===== src/design/bmcd_pkg.sv =====
// ----------------------------------------------------------------------------
// bmcd_pkg: battery monitor CAN decoder shared definitions
// Message classes, result kinds, frame identifiers and the keepalive CRC table.
// ----------------------------------------------------------------------------
package bmcd_pkg;

   // Class of a queued word, decided by the front end
   typedef enum logic [2:0] {
      MSG_TICK        = 3'd0,
      MSG_BATT_STATUS = 3'd1,
      MSG_ISO_TEMP    = 3'd2,
      MSG_CHG_LIMIT   = 3'd3,
      MSG_POWER_LIMIT = 3'd4,
      MSG_SOC         = 3'd5,
      MSG_PACK_VOLT   = 3'd6,
      MSG_LINK_VOLT   = 3'd7
   } bmcd_msg_type;

   typedef struct packed {
      bmcd_msg_type msg;
      logic [63:0]  data;
   } bmcd_entry_type;

   typedef enum logic [1:0] {
      BACK_IDLE = 2'd0,
      BACK_PREP = 2'd1,
      BACK_EMIT = 2'd2
   } bmcd_back_state_type;

   // Received identifiers
   localparam logic [10:0] ID_BATT_STATUS = 11'h112;
   localparam logic [10:0] ID_ISO_TEMP    = 11'h1FA;
   localparam logic [10:0] ID_CHG_LIMIT   = 11'h2F5;
   localparam logic [10:0] ID_POWER_LIMIT = 11'h40D;
   localparam logic [10:0] ID_SOC         = 11'h432;
   localparam logic [10:0] ID_VOLT_RESP   = 11'h607;

   // Voltage response filter
   localparam logic [7:0]  RESP_SOURCE    = 8'hF1;
   localparam logic [7:0]  RESP_SERVICE   = 8'h62;
   localparam logic [15:0] DID_PACK_VOLT  = 16'hDDB4;
   localparam logic [15:0] DID_LINK_VOLT  = 16'hDD66;

   // Transmitted identifiers
   localparam logic [10:0] TX_ID_KEEPALIVE = 11'h12F;
   localparam logic [10:0] TX_ID_REQUEST   = 11'h6F1;

   // Result kinds
   localparam logic [3:0] KIND_KEEPALIVE = 4'd0;
   localparam logic [3:0] KIND_REQUEST   = 4'd1;
   localparam logic [3:0] KIND_UDC2      = 4'd2;
   localparam logic [3:0] KIND_UDCSW     = 4'd3;
   localparam logic [3:0] KIND_UDC       = 4'd4;
   localparam logic [3:0] KIND_SOC       = 4'd5;
   localparam logic [3:0] KIND_TMIN      = 4'd6;
   localparam logic [3:0] KIND_TMAX      = 4'd7;
   localparam logic [3:0] KIND_CHGLIM    = 4'd8;
   localparam logic [3:0] KIND_MAXIN     = 4'd9;
   localparam logic [3:0] KIND_MAXOUT    = 4'd10;
   localparam logic [3:0] KIND_ISO       = 4'd11;
   localparam logic [3:0] KIND_IDC       = 4'd12;
   localparam logic [3:0] KIND_POWER     = 4'd13;

   // Keepalive bytes 2..7 and the alive prefix of byte 1
   localparam logic [47:0] KEEPALIVE_TAIL = 48'h02_30_35_F1_1B_86;
   localparam logic [3:0]  ALIVE_PREFIX   = 4'h2;
   localparam logic [3:0]  ALIVE_LAST     = 4'd14;
   localparam logic [7:0]  CRC_INIT       = 8'h3F;
   localparam logic [7:0]  CRC_POLY       = 8'h1D;

   // Voltage request bytes 0..3 and the two identifier low bytes
   localparam logic [31:0] REQUEST_HEAD   = 32'hDD_22_03_07;
   localparam logic [7:0]  REQ_PACK_LO    = 8'hB4;
   localparam logic [7:0]  REQ_LINK_LO    = 8'h66;

   // Value thresholds in 0.1 V, offsets, constants
   localparam logic [15:0] PACK_VOLT_RESET = 16'd5000;
   localparam logic [15:0] UDC2_LIMIT      = 16'd4500;
   localparam logic [15:0] UDCSW_LIMIT     = 16'd2000;
   localparam logic [15:0] UDCSW_OFFSET    = 16'd200;
   localparam logic [32:0] UDCSW_TIMEOUT   = 33'd5000;
   localparam logic [32:0] ISO_OK_VALUE    = 33'd9999;
   localparam logic [16:0] CURRENT_OFFSET  = 17'd8192;
   localparam logic [7:0]  TEMP_OFFSET     = 8'd50;
   localparam logic [1:0]  ISO_FAULT_CODE  = 2'd2;
   localparam logic [7:0]  TIMEOUT_RESET   = 8'd10;
   // Reciprocals: x / 10 = (x * 104858) >> 20 for x < 2^18,
   // raw * 3 / 1000 = (raw * 805308) >> 28 for raw < 2^16
   localparam logic [16:0] RECIP_TEN       = 17'd104858;
   localparam logic [19:0] RECIP_KW        = 20'd805308;

   // Keepalive CRC for each alive count, 8 bits per entry, built at elaboration
   function automatic logic [127:0] build_crc_table();
      logic [127:0] tbl;
      logic [7:0]   crc;
      logic [7:0]   byte_val;
      logic [55:0]  bytes;
      int           a;
      int           i;
      int           k;
      tbl = '0;
      for (a = 0; a < 16; a++) begin
         bytes = {KEEPALIVE_TAIL, ALIVE_PREFIX, 4'(a)};
         crc   = CRC_INIT;
         for (i = 0; i < 7; i++) begin
            byte_val = bytes[i*8 +: 8];
            crc = crc ^ byte_val;
            for (k = 0; k < 8; k++) begin
               crc = crc[7] ? ({crc[6:0], 1'b0} ^ CRC_POLY) : {crc[6:0], 1'b0};
            end
         end
         tbl[a*8 +: 8] = crc;
      end
      return tbl;
   endfunction

endpackage


===== src/design/battery_monitor_can_decoder_unit.sv =====
// ----------------------------------------------------------------------------
// battery_monitor_can_decoder_unit: battery monitor CAN decoder
// Takes received CAN frames and 100 ms ticks; keeps battery values and emits
// keepalive, voltage request and parameter words on each tick.
// ----------------------------------------------------------------------------
// Usage:
//  - req_*: one word per received frame (req_cmd low) or tick (req_cmd high).
//    Frames with identifiers of no interest are dropped by the classifier;
//    the rest pass through a short queue to the executor.
//  - csr_*: writes the link timeout in seconds; always ready. Write only
//    while the block is idle.
//  - rsp_*: result words through a single output register. A tick gives 13
//    or 14 words; rsp_last marks the final one.
// Timing:
//  - A frame at the queue head is taken and applied while the executor is idle.
//  - A tick passes the prepare state, which counts the timeout down and forms
//    the power product, then emits one word per cycle while the receiver is
//    ready, each word through the output register. It holds the executor
//    from the cycle that takes it from the queue until its last word loads.
//  - The input side keeps accepting while the queue has room, so frames
//    arriving during a tick's output are held, not refused.
// Reset: synchronous; clears the queue and the output valid flag, and puts the
// stored values to their defaults (pack voltage 500.0 V, timeout 10 s).
// A stalled receiver holds the output word and freezes the tick sequence.
// ----------------------------------------------------------------------------
module battery_monitor_can_decoder_unit #(
   parameter int QUEUE_DEPTH = 4
) (
   input  logic               clock,
   input  logic               reset,
   input  logic               req_valid,
   output logic               req_ready,
   input  logic               req_cmd,
   input  logic [10:0]        req_can_id,
   input  logic [63:0]        req_frame_data,
   input  logic               csr_valid,
   output logic               csr_ready,
   input  logic [7:0]         csr_wdata,
   output logic               rsp_valid,
   input  logic               rsp_ready,
   output logic [3:0]         rsp_out_kind,
   output logic [10:0]        rsp_tx_id,
   output logic [63:0]        rsp_tx_data,
   output logic signed [32:0] rsp_param_value,
   output logic               rsp_last
);

   logic                     push_valid;
   logic                     push_ready;
   bmcd_pkg::bmcd_entry_type push_entry;
   logic                     pop_valid;
   logic                     pop_ready;
   bmcd_pkg::bmcd_entry_type pop_entry;

   // configuration writes never stall
   assign csr_ready = 1'b1;

   // classify and drop frames of no interest
   bmcd_front u_front (
      .req_valid      (req_valid),
      .req_ready      (req_ready),
      .req_cmd        (req_cmd),
      .req_can_id     (req_can_id),
      .req_frame_data (req_frame_data),
      .push_valid     (push_valid),
      .push_ready     (push_ready),
      .push_entry     (push_entry)
   );

   // hold words while the executor is busy emitting a tick
   bmcd_queue #(
      .DEPTH (QUEUE_DEPTH)
   ) u_queue (
      .clock      (clock),
      .reset      (reset),
      .push_valid (push_valid),
      .push_ready (push_ready),
      .push_entry (push_entry),
      .pop_valid  (pop_valid),
      .pop_ready  (pop_ready),
      .pop_entry  (pop_entry)
   );

   // apply frames, sequence tick results
   bmcd_back u_back (
      .clock           (clock),
      .reset           (reset),
      .csr_valid       (csr_valid),
      .csr_wdata       (csr_wdata),
      .pop_valid       (pop_valid),
      .pop_ready       (pop_ready),
      .pop_entry       (pop_entry),
      .rsp_valid       (rsp_valid),
      .rsp_ready       (rsp_ready),
      .rsp_out_kind    (rsp_out_kind),
      .rsp_tx_id       (rsp_tx_id),
      .rsp_tx_data     (rsp_tx_data),
      .rsp_param_value (rsp_param_value),
      .rsp_last        (rsp_last)
   );

endmodule


===== src/design/bmcd_front.sv =====
// ----------------------------------------------------------------------------
// bmcd_front: request classifier
// Sorts each request word into a message class and drops frames that change
// nothing, so that only useful words enter the queue.
// ----------------------------------------------------------------------------
module bmcd_front (
   input  logic                     req_valid,
   output logic                     req_ready,
   input  logic                     req_cmd,
   input  logic [10:0]              req_can_id,
   input  logic [63:0]              req_frame_data,
   output logic                     push_valid,
   input  logic                     push_ready,
   output bmcd_pkg::bmcd_entry_type push_entry
);

   logic                  keep;
   bmcd_pkg::bmcd_msg_type msg;
   logic [15:0]           did;

   assign did = {req_frame_data[31:24], req_frame_data[39:32]};

   always_comb begin
      keep = 1'b1;
      msg  = bmcd_pkg::MSG_TICK;
      if (!req_cmd) begin
         unique case (req_can_id)
            bmcd_pkg::ID_BATT_STATUS: msg = bmcd_pkg::MSG_BATT_STATUS;
            bmcd_pkg::ID_ISO_TEMP:    msg = bmcd_pkg::MSG_ISO_TEMP;
            bmcd_pkg::ID_CHG_LIMIT:   msg = bmcd_pkg::MSG_CHG_LIMIT;
            bmcd_pkg::ID_POWER_LIMIT: msg = bmcd_pkg::MSG_POWER_LIMIT;
            bmcd_pkg::ID_SOC:         msg = bmcd_pkg::MSG_SOC;
            bmcd_pkg::ID_VOLT_RESP: begin
               // drop responses from other sources, services or identifiers
               if (req_frame_data[7:0] == bmcd_pkg::RESP_SOURCE &&
                   req_frame_data[23:16] == bmcd_pkg::RESP_SERVICE &&
                   did == bmcd_pkg::DID_PACK_VOLT) begin
                  msg = bmcd_pkg::MSG_PACK_VOLT;
               end else if (req_frame_data[7:0] == bmcd_pkg::RESP_SOURCE &&
                            req_frame_data[23:16] == bmcd_pkg::RESP_SERVICE &&
                            did == bmcd_pkg::DID_LINK_VOLT) begin
                  msg = bmcd_pkg::MSG_LINK_VOLT;
               end else begin
                  keep = 1'b0;
               end
            end
            default: keep = 1'b0;
         endcase
      end
   end

   assign req_ready       = push_ready;
   assign push_valid      = req_valid && keep;
   assign push_entry.msg  = msg;
   assign push_entry.data = req_frame_data;

endmodule


===== src/design/bmcd_queue.sv =====
// ----------------------------------------------------------------------------
// bmcd_queue: classified word queue
// Short first-in first-out buffer between the classifier and the executor.
// ----------------------------------------------------------------------------
module bmcd_queue #(
   parameter int DEPTH = 4
) (
   input  logic                     clock,
   input  logic                     reset,
   input  logic                     push_valid,
   output logic                     push_ready,
   input  bmcd_pkg::bmcd_entry_type push_entry,
   output logic                     pop_valid,
   input  logic                     pop_ready,
   output bmcd_pkg::bmcd_entry_type pop_entry
);

   localparam int PtrWidth   = (DEPTH > 1) ? $clog2(DEPTH) : 1;
   localparam int CountWidth = $clog2(DEPTH + 1);

   bmcd_pkg::bmcd_entry_type entries_ff [DEPTH];
   logic [PtrWidth-1:0]      wr_ptr_ff, wr_ptr_in;
   logic [PtrWidth-1:0]      rd_ptr_ff, rd_ptr_in;
   logic [CountWidth-1:0]    count_ff, count_in;
   logic                     do_push;
   logic                     do_pop;

   assign push_ready = (count_ff != CountWidth'(DEPTH));
   assign pop_valid  = (count_ff != '0);
   assign pop_entry  = entries_ff[rd_ptr_ff];
   assign do_push    = push_valid && push_ready;
   assign do_pop     = pop_valid && pop_ready;

   always_comb begin
      wr_ptr_in = wr_ptr_ff;
      rd_ptr_in = rd_ptr_ff;
      count_in  = count_ff;
      if (do_push) begin
         wr_ptr_in = (wr_ptr_ff == PtrWidth'(DEPTH - 1)) ? '0 : wr_ptr_ff + 1'b1;
      end
      if (do_pop) begin
         rd_ptr_in = (rd_ptr_ff == PtrWidth'(DEPTH - 1)) ? '0 : rd_ptr_ff + 1'b1;
      end
      if (do_push && !do_pop) begin
         count_in = count_ff + 1'b1;
      end else if (do_pop && !do_push) begin
         count_in = count_ff - 1'b1;
      end
   end

   always_ff @(posedge clock) begin
      if (reset) begin
         wr_ptr_ff <= '0;
         rd_ptr_ff <= '0;
         count_ff  <= '0;
      end else begin
         wr_ptr_ff <= wr_ptr_in;
         rd_ptr_ff <= rd_ptr_in;
         count_ff  <= count_in;
      end
   end

   always_ff @(posedge clock) begin
      if (do_push) begin
         entries_ff[wr_ptr_ff] <= push_entry;
      end
   end

endmodule


===== src/design/bmcd_back.sv =====
// ----------------------------------------------------------------------------
// bmcd_back: message executor
// Applies received frames to the stored battery values and, on a tick, walks
// the result sequence into the output register.
// ----------------------------------------------------------------------------
module bmcd_back (
   input  logic                     clock,
   input  logic                     reset,
   input  logic                     csr_valid,
   input  logic [7:0]               csr_wdata,
   input  logic                     pop_valid,
   output logic                     pop_ready,
   input  bmcd_pkg::bmcd_entry_type pop_entry,
   output logic                     rsp_valid,
   input  logic                     rsp_ready,
   output logic [3:0]               rsp_out_kind,
   output logic [10:0]              rsp_tx_id,
   output logic [63:0]              rsp_tx_data,
   output logic signed [32:0]       rsp_param_value,
   output logic                     rsp_last
);

   localparam logic [127:0] CrcTable = bmcd_pkg::build_crc_table();

   bmcd_pkg::bmcd_back_state_type state_ff, state_in;
   logic [3:0]         step_ff, step_in, step_next;
   logic [3:0]         alive_ff, alive_in;
   logic               poll_ff, poll_in;
   logic               rsp_valid_ff, rsp_valid_in;
   logic               load_out;

   logic [7:0]         timeout_sec_ff;
   logic [11:0]        link_timeout_ff;
   logic signed [16:0] pack_current_ff;
   logic signed [13:0] chg_limit_ff;
   logic [7:0]         temp_min_ff;
   logic [7:0]         temp_max_ff;
   logic [7:0]         soc_ff;
   logic [7:0]         chg_kw_ff;
   logic [7:0]         dis_kw_ff;
   logic [15:0]        pack_volt_ff;
   logic [15:0]        link_volt_ff;
   logic               iso_fault_ff;
   logic [3:0]         emerg_ff;
   logic signed [32:0] power_ff;

   logic [3:0]         rsp_kind_ff;
   logic [10:0]        rsp_id_ff;
   logic [63:0]        rsp_data_ff;
   logic signed [32:0] rsp_value_ff;
   logic               rsp_last_ff;

   logic [3:0]         out_kind;
   logic [10:0]        out_id;
   logic [63:0]        out_data;
   logic signed [32:0] out_value;
   logic               out_last;

   logic [63:0]        d;
   logic               take;
   logic signed [16:0] cur_new;
   logic signed [16:0] mc_new;
   logic [16:0]        mc_abs;
   logic [33:0]        mc_prod;
   logic [13:0]        mc_mag;
   logic [35:0]        chg_prod;
   logic [35:0]        dis_prod;
   logic signed [33:0] power_full;
   logic               link_alive;

   assign d    = pop_entry.data;
   assign take = pop_valid && pop_ready;

   // frame decoding
   assign cur_new  = $signed({d[15], d[15:0]}) - $signed(bmcd_pkg::CURRENT_OFFSET);
   assign mc_new   = $signed({d[31], d[31:16]}) - $signed(bmcd_pkg::CURRENT_OFFSET);
   assign mc_abs   = mc_new[16] ? (~mc_new + 17'd1) : mc_new;
   assign mc_prod  = mc_abs * bmcd_pkg::RECIP_TEN;
   assign mc_mag   = {1'b0, mc_prod[32:20]};
   assign chg_prod = d[15:0] * bmcd_pkg::RECIP_KW;
   assign dis_prod = d[31:16] * bmcd_pkg::RECIP_KW;

   assign power_full = $signed({1'b0, pack_volt_ff}) * pack_current_ff;
   assign link_alive = (link_timeout_ff != '0);

   // result fields for the current step
   always_comb begin
      out_kind  = step_ff;
      out_id    = '0;
      out_data  = '0;
      out_value = '0;
      out_last  = 1'b0;
      unique case (step_ff)
         bmcd_pkg::KIND_KEEPALIVE: begin
            out_id   = bmcd_pkg::TX_ID_KEEPALIVE;
            out_data = {bmcd_pkg::KEEPALIVE_TAIL, bmcd_pkg::ALIVE_PREFIX, alive_ff,
                        CrcTable[alive_ff*8 +: 8]};
         end
         bmcd_pkg::KIND_REQUEST: begin
            out_id   = bmcd_pkg::TX_ID_REQUEST;
            out_data = {24'd0, (poll_ff ? bmcd_pkg::REQ_LINK_LO : bmcd_pkg::REQ_PACK_LO),
                        bmcd_pkg::REQUEST_HEAD};
         end
         bmcd_pkg::KIND_UDC2:  out_value = {17'd0, pack_volt_ff};
         bmcd_pkg::KIND_UDCSW: out_value = {17'd0, pack_volt_ff - bmcd_pkg::UDCSW_OFFSET};
         bmcd_pkg::KIND_UDC:   out_value = {17'd0, link_volt_ff};
         bmcd_pkg::KIND_SOC:   out_value = {25'd0, soc_ff};
         bmcd_pkg::KIND_TMIN:  out_value = {{25{temp_min_ff[7]}}, temp_min_ff};
         bmcd_pkg::KIND_TMAX:  out_value = {{25{temp_max_ff[7]}}, temp_max_ff};
         bmcd_pkg::KIND_CHGLIM: begin
            if (link_alive && emerg_ff == '0) begin
               out_value = {{19{chg_limit_ff[13]}}, chg_limit_ff};
            end
         end
         bmcd_pkg::KIND_MAXIN:  out_value = {25'd0, chg_kw_ff};
         bmcd_pkg::KIND_MAXOUT: out_value = {25'd0, dis_kw_ff};
         bmcd_pkg::KIND_ISO: begin
            out_value = iso_fault_ff ? '0 : bmcd_pkg::ISO_OK_VALUE;
         end
         bmcd_pkg::KIND_IDC: begin
            if (link_alive) begin
               out_value = {{16{pack_current_ff[16]}}, pack_current_ff};
            end
         end
         bmcd_pkg::KIND_POWER: begin
            // closing word: power while the link lives, else a fixed udcsw
            out_last = 1'b1;
            if (link_alive) begin
               out_value = power_ff;
            end else begin
               out_kind  = bmcd_pkg::KIND_UDCSW;
               out_value = bmcd_pkg::UDCSW_TIMEOUT;
            end
         end
         default: out_kind = step_ff;
      endcase
   end

   // skip the voltage limit words that do not apply
   always_comb begin
      unique case (step_ff)
         bmcd_pkg::KIND_REQUEST: begin
            if (pack_volt_ff < bmcd_pkg::UDC2_LIMIT) begin
               step_next = bmcd_pkg::KIND_UDC2;
            end else if (pack_volt_ff > bmcd_pkg::UDCSW_LIMIT) begin
               step_next = bmcd_pkg::KIND_UDCSW;
            end else begin
               step_next = bmcd_pkg::KIND_UDC;
            end
         end
         bmcd_pkg::KIND_UDC2: begin
            step_next = (pack_volt_ff > bmcd_pkg::UDCSW_LIMIT) ?
                        bmcd_pkg::KIND_UDCSW : bmcd_pkg::KIND_UDC;
         end
         default: step_next = step_ff + 4'd1;
      endcase
   end

   // sequencer
   always_comb begin
      state_in     = state_ff;
      step_in      = step_ff;
      alive_in     = alive_ff;
      poll_in      = poll_ff;
      rsp_valid_in = rsp_valid_ff;
      pop_ready    = 1'b0;
      load_out     = 1'b0;
      if (rsp_ready) begin
         rsp_valid_in = 1'b0;
      end
      unique case (state_ff)
         bmcd_pkg::BACK_IDLE: begin
            pop_ready = 1'b1;
            if (pop_valid && pop_entry.msg == bmcd_pkg::MSG_TICK) begin
               state_in = bmcd_pkg::BACK_PREP;
            end
         end
         bmcd_pkg::BACK_PREP: begin
            step_in  = bmcd_pkg::KIND_KEEPALIVE;
            state_in = bmcd_pkg::BACK_EMIT;
         end
         bmcd_pkg::BACK_EMIT: begin
            if (!rsp_valid_ff || rsp_ready) begin
               load_out     = 1'b1;
               rsp_valid_in = 1'b1;
               step_in      = step_next;
               if (step_ff == bmcd_pkg::KIND_KEEPALIVE) begin
                  alive_in = (alive_ff >= bmcd_pkg::ALIVE_LAST) ? '0 : alive_ff + 4'd1;
               end
               if (step_ff == bmcd_pkg::KIND_REQUEST) begin
                  poll_in = ~poll_ff;
               end
               if (step_ff == bmcd_pkg::KIND_POWER) begin
                  state_in = bmcd_pkg::BACK_IDLE;
               end
            end
         end
         default: state_in = bmcd_pkg::BACK_IDLE;
      endcase
   end

   always_ff @(posedge clock) begin
      if (reset) begin
         state_ff        <= bmcd_pkg::BACK_IDLE;
         step_ff         <= bmcd_pkg::KIND_KEEPALIVE;
         alive_ff        <= '0;
         poll_ff         <= 1'b0;
         rsp_valid_ff    <= 1'b0;
         timeout_sec_ff  <= bmcd_pkg::TIMEOUT_RESET;
         link_timeout_ff <= '0;
         pack_current_ff <= '0;
         chg_limit_ff    <= '0;
         temp_min_ff     <= '0;
         temp_max_ff     <= '0;
         soc_ff          <= '0;
         chg_kw_ff       <= '0;
         dis_kw_ff       <= '0;
         pack_volt_ff    <= bmcd_pkg::PACK_VOLT_RESET;
         link_volt_ff    <= '0;
         iso_fault_ff    <= 1'b0;
         emerg_ff        <= '0;
         power_ff        <= '0;
      end else begin
         state_ff     <= state_in;
         step_ff      <= step_in;
         alive_ff     <= alive_in;
         poll_ff      <= poll_in;
         rsp_valid_ff <= rsp_valid_in;
         if (csr_valid) begin
            timeout_sec_ff <= csr_wdata;
         end
         if (state_ff == bmcd_pkg::BACK_PREP) begin
            // count the link timeout down and take the power product
            if (link_alive) begin
               link_timeout_ff <= link_timeout_ff - 12'd1;
            end
            power_ff <= power_full[32:0];
         end
         if (take) begin
            unique case (pop_entry.msg)
               bmcd_pkg::MSG_BATT_STATUS: begin
                  pack_current_ff <= cur_new;
                  emerg_ff        <= d[51:48];
                  link_timeout_ff <= {1'b0, timeout_sec_ff, 3'd0} +
                                     {3'd0, timeout_sec_ff, 1'b0};
               end
               bmcd_pkg::MSG_ISO_TEMP: begin
                  iso_fault_ff <= (d[1:0] == bmcd_pkg::ISO_FAULT_CODE) ||
                                  (d[3:2] == bmcd_pkg::ISO_FAULT_CODE) ||
                                  (d[23:22] == bmcd_pkg::ISO_FAULT_CODE);
                  temp_min_ff  <= d[55:48] - bmcd_pkg::TEMP_OFFSET;
                  temp_max_ff  <= d[63:56] - bmcd_pkg::TEMP_OFFSET;
               end
               bmcd_pkg::MSG_CHG_LIMIT: begin
                  chg_limit_ff <= mc_new[16] ? (~mc_mag + 14'd1) : mc_mag;
               end
               bmcd_pkg::MSG_POWER_LIMIT: begin
                  chg_kw_ff <= chg_prod[35:28];
                  dis_kw_ff <= dis_prod[35:28];
               end
               bmcd_pkg::MSG_SOC:       soc_ff       <= d[39:32];
               bmcd_pkg::MSG_PACK_VOLT: pack_volt_ff <= {d[47:40], d[55:48]};
               bmcd_pkg::MSG_LINK_VOLT: link_volt_ff <= {d[47:40], d[55:48]};
               default: ;
            endcase
         end
      end
   end

   always_ff @(posedge clock) begin
      if (load_out) begin
         rsp_kind_ff  <= out_kind;
         rsp_id_ff    <= out_id;
         rsp_data_ff  <= out_data;
         rsp_value_ff <= out_value;
         rsp_last_ff  <= out_last;
      end
   end

   assign rsp_valid       = rsp_valid_ff;
   assign rsp_out_kind    = rsp_kind_ff;
   assign rsp_tx_id       = rsp_id_ff;
   assign rsp_tx_data     = rsp_data_ff;
   assign rsp_param_value = rsp_value_ff;
   assign rsp_last        = rsp_last_ff;

endmodule

===== config.mk =====
export PLATFORM = sky130hd
export DESIGN_NAME = battery_monitor_can_decoder_unit
export DESIGN_NICKNAME = d
export VERILOG_FILES = /design/src/design/bmcd_pkg.sv /design/src/design/battery_monitor_can_decoder_unit.sv /design/src/design/bmcd_front.sv /design/src/design/bmcd_queue.sv /design/src/design/bmcd_back.sv
export SDC_FILE = /design/constraint.sdc
export NUM_CORES = 2
export LEC_CHECK = 0
export ABC_CLOCK_PERIOD_IN_PS = 10600
export BUFFER_PORTS_ARGS = -buffer_cell sky130_fd_sc_hd__buf_2
export CELL_PAD_IN_SITES_DETAIL_PLACEMENT = 1
export CELL_PAD_IN_SITES_GLOBAL_PLACEMENT = 1
export CORE_AREA = 3 3 317 319
export DETAILED_ROUTE_END_ITERATION = 8
export DIE_AREA = 0 0 320 322
export PLACE_DENSITY = 0.86
export SLEW_MARGIN = 20
export SYNTH_ARGS = -nofsm -noshare
export SYNTH_HDL_FRONTEND = slang
export SYNTH_SLANG_ARGS = --single-unit

===== constraint.sdc =====
create_clock -name clock -period 10.6 [get_ports clock]
set_input_delay 0.53 -clock clock [delete_from_list [all_inputs] [get_ports clock]]
set_output_delay 0.53 -clock clock [all_outputs]
set_load 0.01 [all_outputs]

== Word level (Yosys, flattened, before mapping) ==
Memory sizes are Yosys's and may differ from the RTL's. A register that Yosys moved wholly into a read port is not among the register bits.
Index checks and enable logic that the tools add are counted.

* Add/sub/neg operators: 15
* $mul: 4
* $lt $le $gt $ge: 3
* Equal/unequal tests: 41
* Shifts and indexed selects: 1
* Multiplexer cells: 49
* Bitwise operators: 3
* Reduce and logical (&&, ||, !) cells: 36

{| class="wikitable"
|+ Operator list
! cell !! number
|-
| $pmux 33 s12 || 1
|-
| $shiftx 128x8->8 const A || 1
|-
| $pmux 58 s2 || 1
|-
| $mux 33 || 3
|-
| $mul 16x18->34 const B || 2
|-
| $mux 12 || 4
|-
| $sub 16x15->17 const B || 2
|-
| $eq 11x11->1 const B || 3
|-
| $mul 17x17->33 || 1
|-
| $eq 16x16->1 const B || 2
|-
| $mul 17x16->32 const B || 1
|-
| $mux 14 || 2
|-
| $eq 4x4->1 const B || 6
|-
| $eq 11x9->1 const B || 2
|-
| $pmux 11 s2 || 1
|-
| $mux 4 || 5
|-
| $mux 3 || 6
|-
| $pmux 3 s6 || 1
|-
| $add 17x1->17 const B || 1
|-
| $mux 17 || 1
|-
| $not 17->17 || 1
|-
| $eq 4x3->1 const B || 4
|-
| $gt 16x11->1 const B || 1
|-
| $lt 16x13->1 const B || 1
|-
| 42 further kinds || 99
|}

* Register bits after elaboration: 293
* RAM bits: 268
* Input bits: 89
* Output and inout bits: 116
* Word-level logic and storage cells: 180
* Memories: 1

{| class="wikitable"
|+ Memory list
! memory !! words !! width !! read ports !! clocked after Yosys merged registers in !! wr ports !! line !! text
|-
| u_queue.entries_ff || 4 || 67 || 1 || 1 || 1 || bmcd_queue.sv:21 || <nowiki>bmcd_pkg::bmcd_entry_type entries_ff [DEPTH];</nowiki>
|}

== Logic depth before layout (Yosys ltp) ==
* Word-level depth: 13
* Depth in mapped cells: 40
* Mapped depth without buffers: 32

== By module ==
A second synthesis with hierarchy kept.

* Cells, all modules: 4,332
* Area, all modules: 45,656.3 µm²

{| class="wikitable"
|+ Modules (own cells, without submodules)
! module !! times used !! cells an instance !! area an instance (µm²)
|-
| bmcd_back || 1 || 3,825 || 34,682.0
|-
| bmcd_queue || 1 || 398 || 10,151.0
|-
| bmcd_front || 1 || 107 || 812.0
|-
| battery_monitor_can_decoder_unit || 1 || 2 || 11.3
|}

== Least setup slack after synthesis ==
OpenSTA, ideal clock, no wires.

* Path type: reg2reg
* Start point: reg with a tool-made name
* End point: reg u_back.chg_limit_ff[12]
* Setup time: 74 ps
* Data arrival time: 10,912 ps
* Data required time: 10,526 ps
* Slack: -387 ps
* Cell stages (with the launch flop): 38
* Path buffers: 8
* Period minus slack after synthesis: 10,987 ps
* Cell sequence: dfxtp_1 buf_6 buf_2 buf_2 buf_1 clkbuf_1 buf_1 mux4_2 inv_1 ha_1 inv_1 o21ai_0 and2_1 clkbuf_1 clkbuf_1 a21oi_1 xnor2_1 ha_1 [... 2 more ...] inv_1 fa_1 inv_1 fa_1 inv_1 fa_1 inv_1 ha_1 nand2_1 nor4_1 and3_1 a21oi_1 a31o_1 a221oi_2 nand3b_1 or2_1 or4_1 a31oi_1

{| class="wikitable"
|+ RTL lines
! item !! line !! text
|-
| end signal: assignment || bmcd_back.sv:255 || <nowiki>chg_limit_ff <= mc_new[16] ? (~mc_mag + 14'd1) : mc_mag;</nowiki>
|-
| end: declaration || bmcd_back.sv:35 || <nowiki>logic signed [13:0] chg_limit_ff;</nowiki>
|}

==> flow_metrics.env <==
export IMPL_outcome="completed"
export IMPL_synth_xor_area_frac=0.0246
export IMPL_synth_adder_area_share=0.375
export IMPL_timing_fmax_ghz=0.101
export IMPL_period_minus_slack_ns=9.93
export IMPL_synthTopCellsByArea="edfxtp_1, fa_1, ha_1, dfxtp_1, inv_1"
export IMPL_firstDrtPassIters=5
export IMPL_final_antenna_net_count=0
export IMPL_clockRootBuffer="clkbuf_16"
export IMPL_start_util=0.457
export IMPL_grt_use_total=0.269
export IMPL_hold_buffers=0
export IMPL_hold_viol_final=0
export IMPL_htree_levels=2
export IMPL_drc=0
export IMPL_netlist_top_cells_count="inv_1, ha_1, fa_1"
export IMPL_rows=115
export IMPL_seq_area_um2=13400
export IMPL_ys_flop_type="edfxtp_1"
export IMPL_skew_ns=0.0609
export IMPL_wire_per_inst_um=24.3
export IMPL_synth_mux_area_fraction=0.0468
export IMPL_crit_path_max_fanout=16
export IMPL_syn_to_final_growth_pct=8.97
export IMPL_setup_viol=0
export IMPL_crit_path_end_kind="register"
export IMPL_overflow=0
export IMPL_top_level_ports=205
export IMPL_fp_dieH_um=322
export IMPL_critPathKind="reg2reg"
export IMPL_post_cts_buffers=0
export IMPL_syn_cell_area_um2=44900
export IMPL_start_kind="register"
export IMPL_cts_reportedPaths_clkPinSlew_ns=0.06
export IMPL_grt_pass1_vias=36380
export IMPL_cts_sink_count=505
export IMPL_clockBufferDepth=3
export IMPL_drv_cap=0
export IMPL_io_buffers=177
export IMPL_clock_latency_ns=0.69
export IMPL_min_path_cells=1
export IMPL_place_hpwl_um=105000
export IMPL_yosys_warnings=0
export IMPL_cts_buffers=55
export IMPL_slew_headroom=0.313
export IMPL_crit_arrival_ns=10.49
export IMPL_grt_pass1_wl_um=213000
export IMPL_crit_path_top_delay_cell="mux4_2"
export IMPL_max_stage_delay_ns=0.68
export IMPL_period_share=0.937
export IMPL_multi_input_area_um2=27700
export IMPL_cts_tree="built"
export IMPL_cts_resized=0
export IMPL_fillers=10671
export IMPL_crit_buf_inv=6
export IMPL_syn_avg_cell_area_um2=10.7
export IMPL_synthSimpleGateAreaFrac=0.0968
export IMPL_synth_compound_gate_area_share=0.0723
export IMPL_min_path_type="in2reg"
export IMPL_core_area_um2=98100
export IMPL_synth_edf_count=323
export IMPL_cp_common_cell="inv_1"
export IMPL_synth_largest_area_cell="edfxtp_1"
export IMPL_drive_above_1_share=0.0982
export IMPL_finalSetupTns_ns=0
export IMPL_die_area_um2=103000
export IMPL_syn_inst=4205
export IMPL_synth_cell_types=78
export IMPL_grt_max_degree=72
export IMPL_synth_top_family_by_area="adder cells"
export IMPL_drv_slew=0
export IMPL_drtIter0Drc=2490
export IMPL_critical_path_required_ns=11.16
export IMPL_worstMarginPinSlew_ns=1.03
export IMPL_ff2ff_path_depth=29
export IMPL_via_per_inst=5.72
export IMPL_path_depth=29
export IMPL_gp_congestion=0.907
export IMPL_synth_most_common_cell="inv_1"
export IMPL_crit_family="adder cells"
export IMPL_routed_via_count=32337
export IMPL_ys_ff_latch=505
export IMPL_rsz0062_at_grt="no"
export IMPL_wl_um=138000
export IMPL_antenna_found_initial=13
export IMPL_die_x_um=320
export IMPL_nNetsFinal=5462
export IMPL_synthArstFlopShare=0
export IMPL_synth_top_area_frac=0.216
export IMPL_ys_seq_area_frac=0.297
worst paths after layout:
check                     start  slack [ns]                   endpoint
max reg2reg            register        0.67    u_back.chg_limit_ff[12]
min reg2reg  u_back.emerg_ff[0]        0.45         u_back.emerg_ff[0]
min          req_frame_data[14]        0.06  u_queue.entries_ff[3][14]
max                    register        0.67    u_back.chg_limit_ff[12]
cells by family after synthesis:
| kind of cell | Yosys count |
|---|---|
| adder cells (fa/ha/maj) | 1060 |
| buffers and inverters | 980 |
| AND/OR/NAND/NOR | 911 |
| flip-flops | 505 |
| AO/OA/AOI/OAI | 495 |
| XOR/XNOR | 126 |
| multiplexers | 126 |
| other | 2 |
layout by cell type, fill, tap and decap left out, drive strengths merged, types with 67 or more instances in the layout:
| cell | count |
|---|---|
| inv | 773 |
| and2 | 122 |
| fa | 472 |
| nor2 | 190 |
| edfxtp | 323 |
| nand2 | 355 |
| a21oi | 148 |
| dfxtp | 182 |
| clkbuf | 69 |
| buf | 236 |
| o21ai | 89 |
| mux4 | 67 |
| xnor2 | 86 |
| ha | 588 |
state kept, by name, summed over array words and instances (netlist names), 4 cells and up, named ones only:
register,flops
u_queue.entries_ff,268
u_back.rsp_param_value,33
u_back.power_ff,33
u_back.chg_limit_ff,14
u_back.rsp_tx_data,14
u_back.step_ff,4
u_back.temp_max_ff,8
u_back.chg_kw_ff,8
u_back.link_volt_ff,16
u_back.timeout_sec_ff,8
u_back.alive_ff,4
u_back.rsp_out_kind,4
u_back.temp_min_ff,8
u_back.dis_kw_ff,8
u_back.soc_ff,8
u_back.emerg_ff,4
u_back.link_timeout_ff,12
u_back.pack_current_ff,17
u_back.pack_volt_ff,16
per-layer routing:
metal | global-route usage | routed length (µm) | vias to the layer above
met3 | 0.0434 | 8630 | 399
met2 | 0.461 | 67700 | 1233
li1 | - | - | 14073
met5 | 0 | 9 | -
met4 | 0.140 | 7570 | 2
met1 | 0.327 | 53700 | 16630
layout make-up:
class | count | share of cell area
timing repair buffer | 236 | 0.0273
clock buffer | 69 | 0.0296
inverter | 770 | 0.0591
antenna | 9 | 0.000461
tap | 1287 | 0.0329
clock inverter | 35 | 0.0101
sequential | 505 | 0.273
multi-input combinational | 2745 | 0.567
stage by stage:
step	utilization	cells	setup WS, ns	hold WS, ns	cell area [µm²]
floorplan	-	4230	0.0720	0.425	45000
global placement	0.478	5543	0.910	0.440	46900
detailed placement	0.478	5543	0.635	0.447	46900
CTS	0.498	5647	0.513	0.0210	48900
global route	0.498	5654	0.0910	0.0526	48900
finish	0.498	5656	0.668	0.0620	48900
worst register-to-register path, delay by kind of cell, from the launching register on:
family                   cells  cell delay (ns)
AO/OA/AOI/OAI                5             1.16
XOR/XNOR                     1             0.57
adder cells (fa/ha/maj)      8             3.68
buffers and inverters        6             0.48
flip-flops                   1             0.56
multiplexers                 1             0.69
AND/OR/NAND/NOR              8             2.67
Power is not shown: default switching activity piles up to over one toggle a cycle in this logic, so the estimate is an artifact.
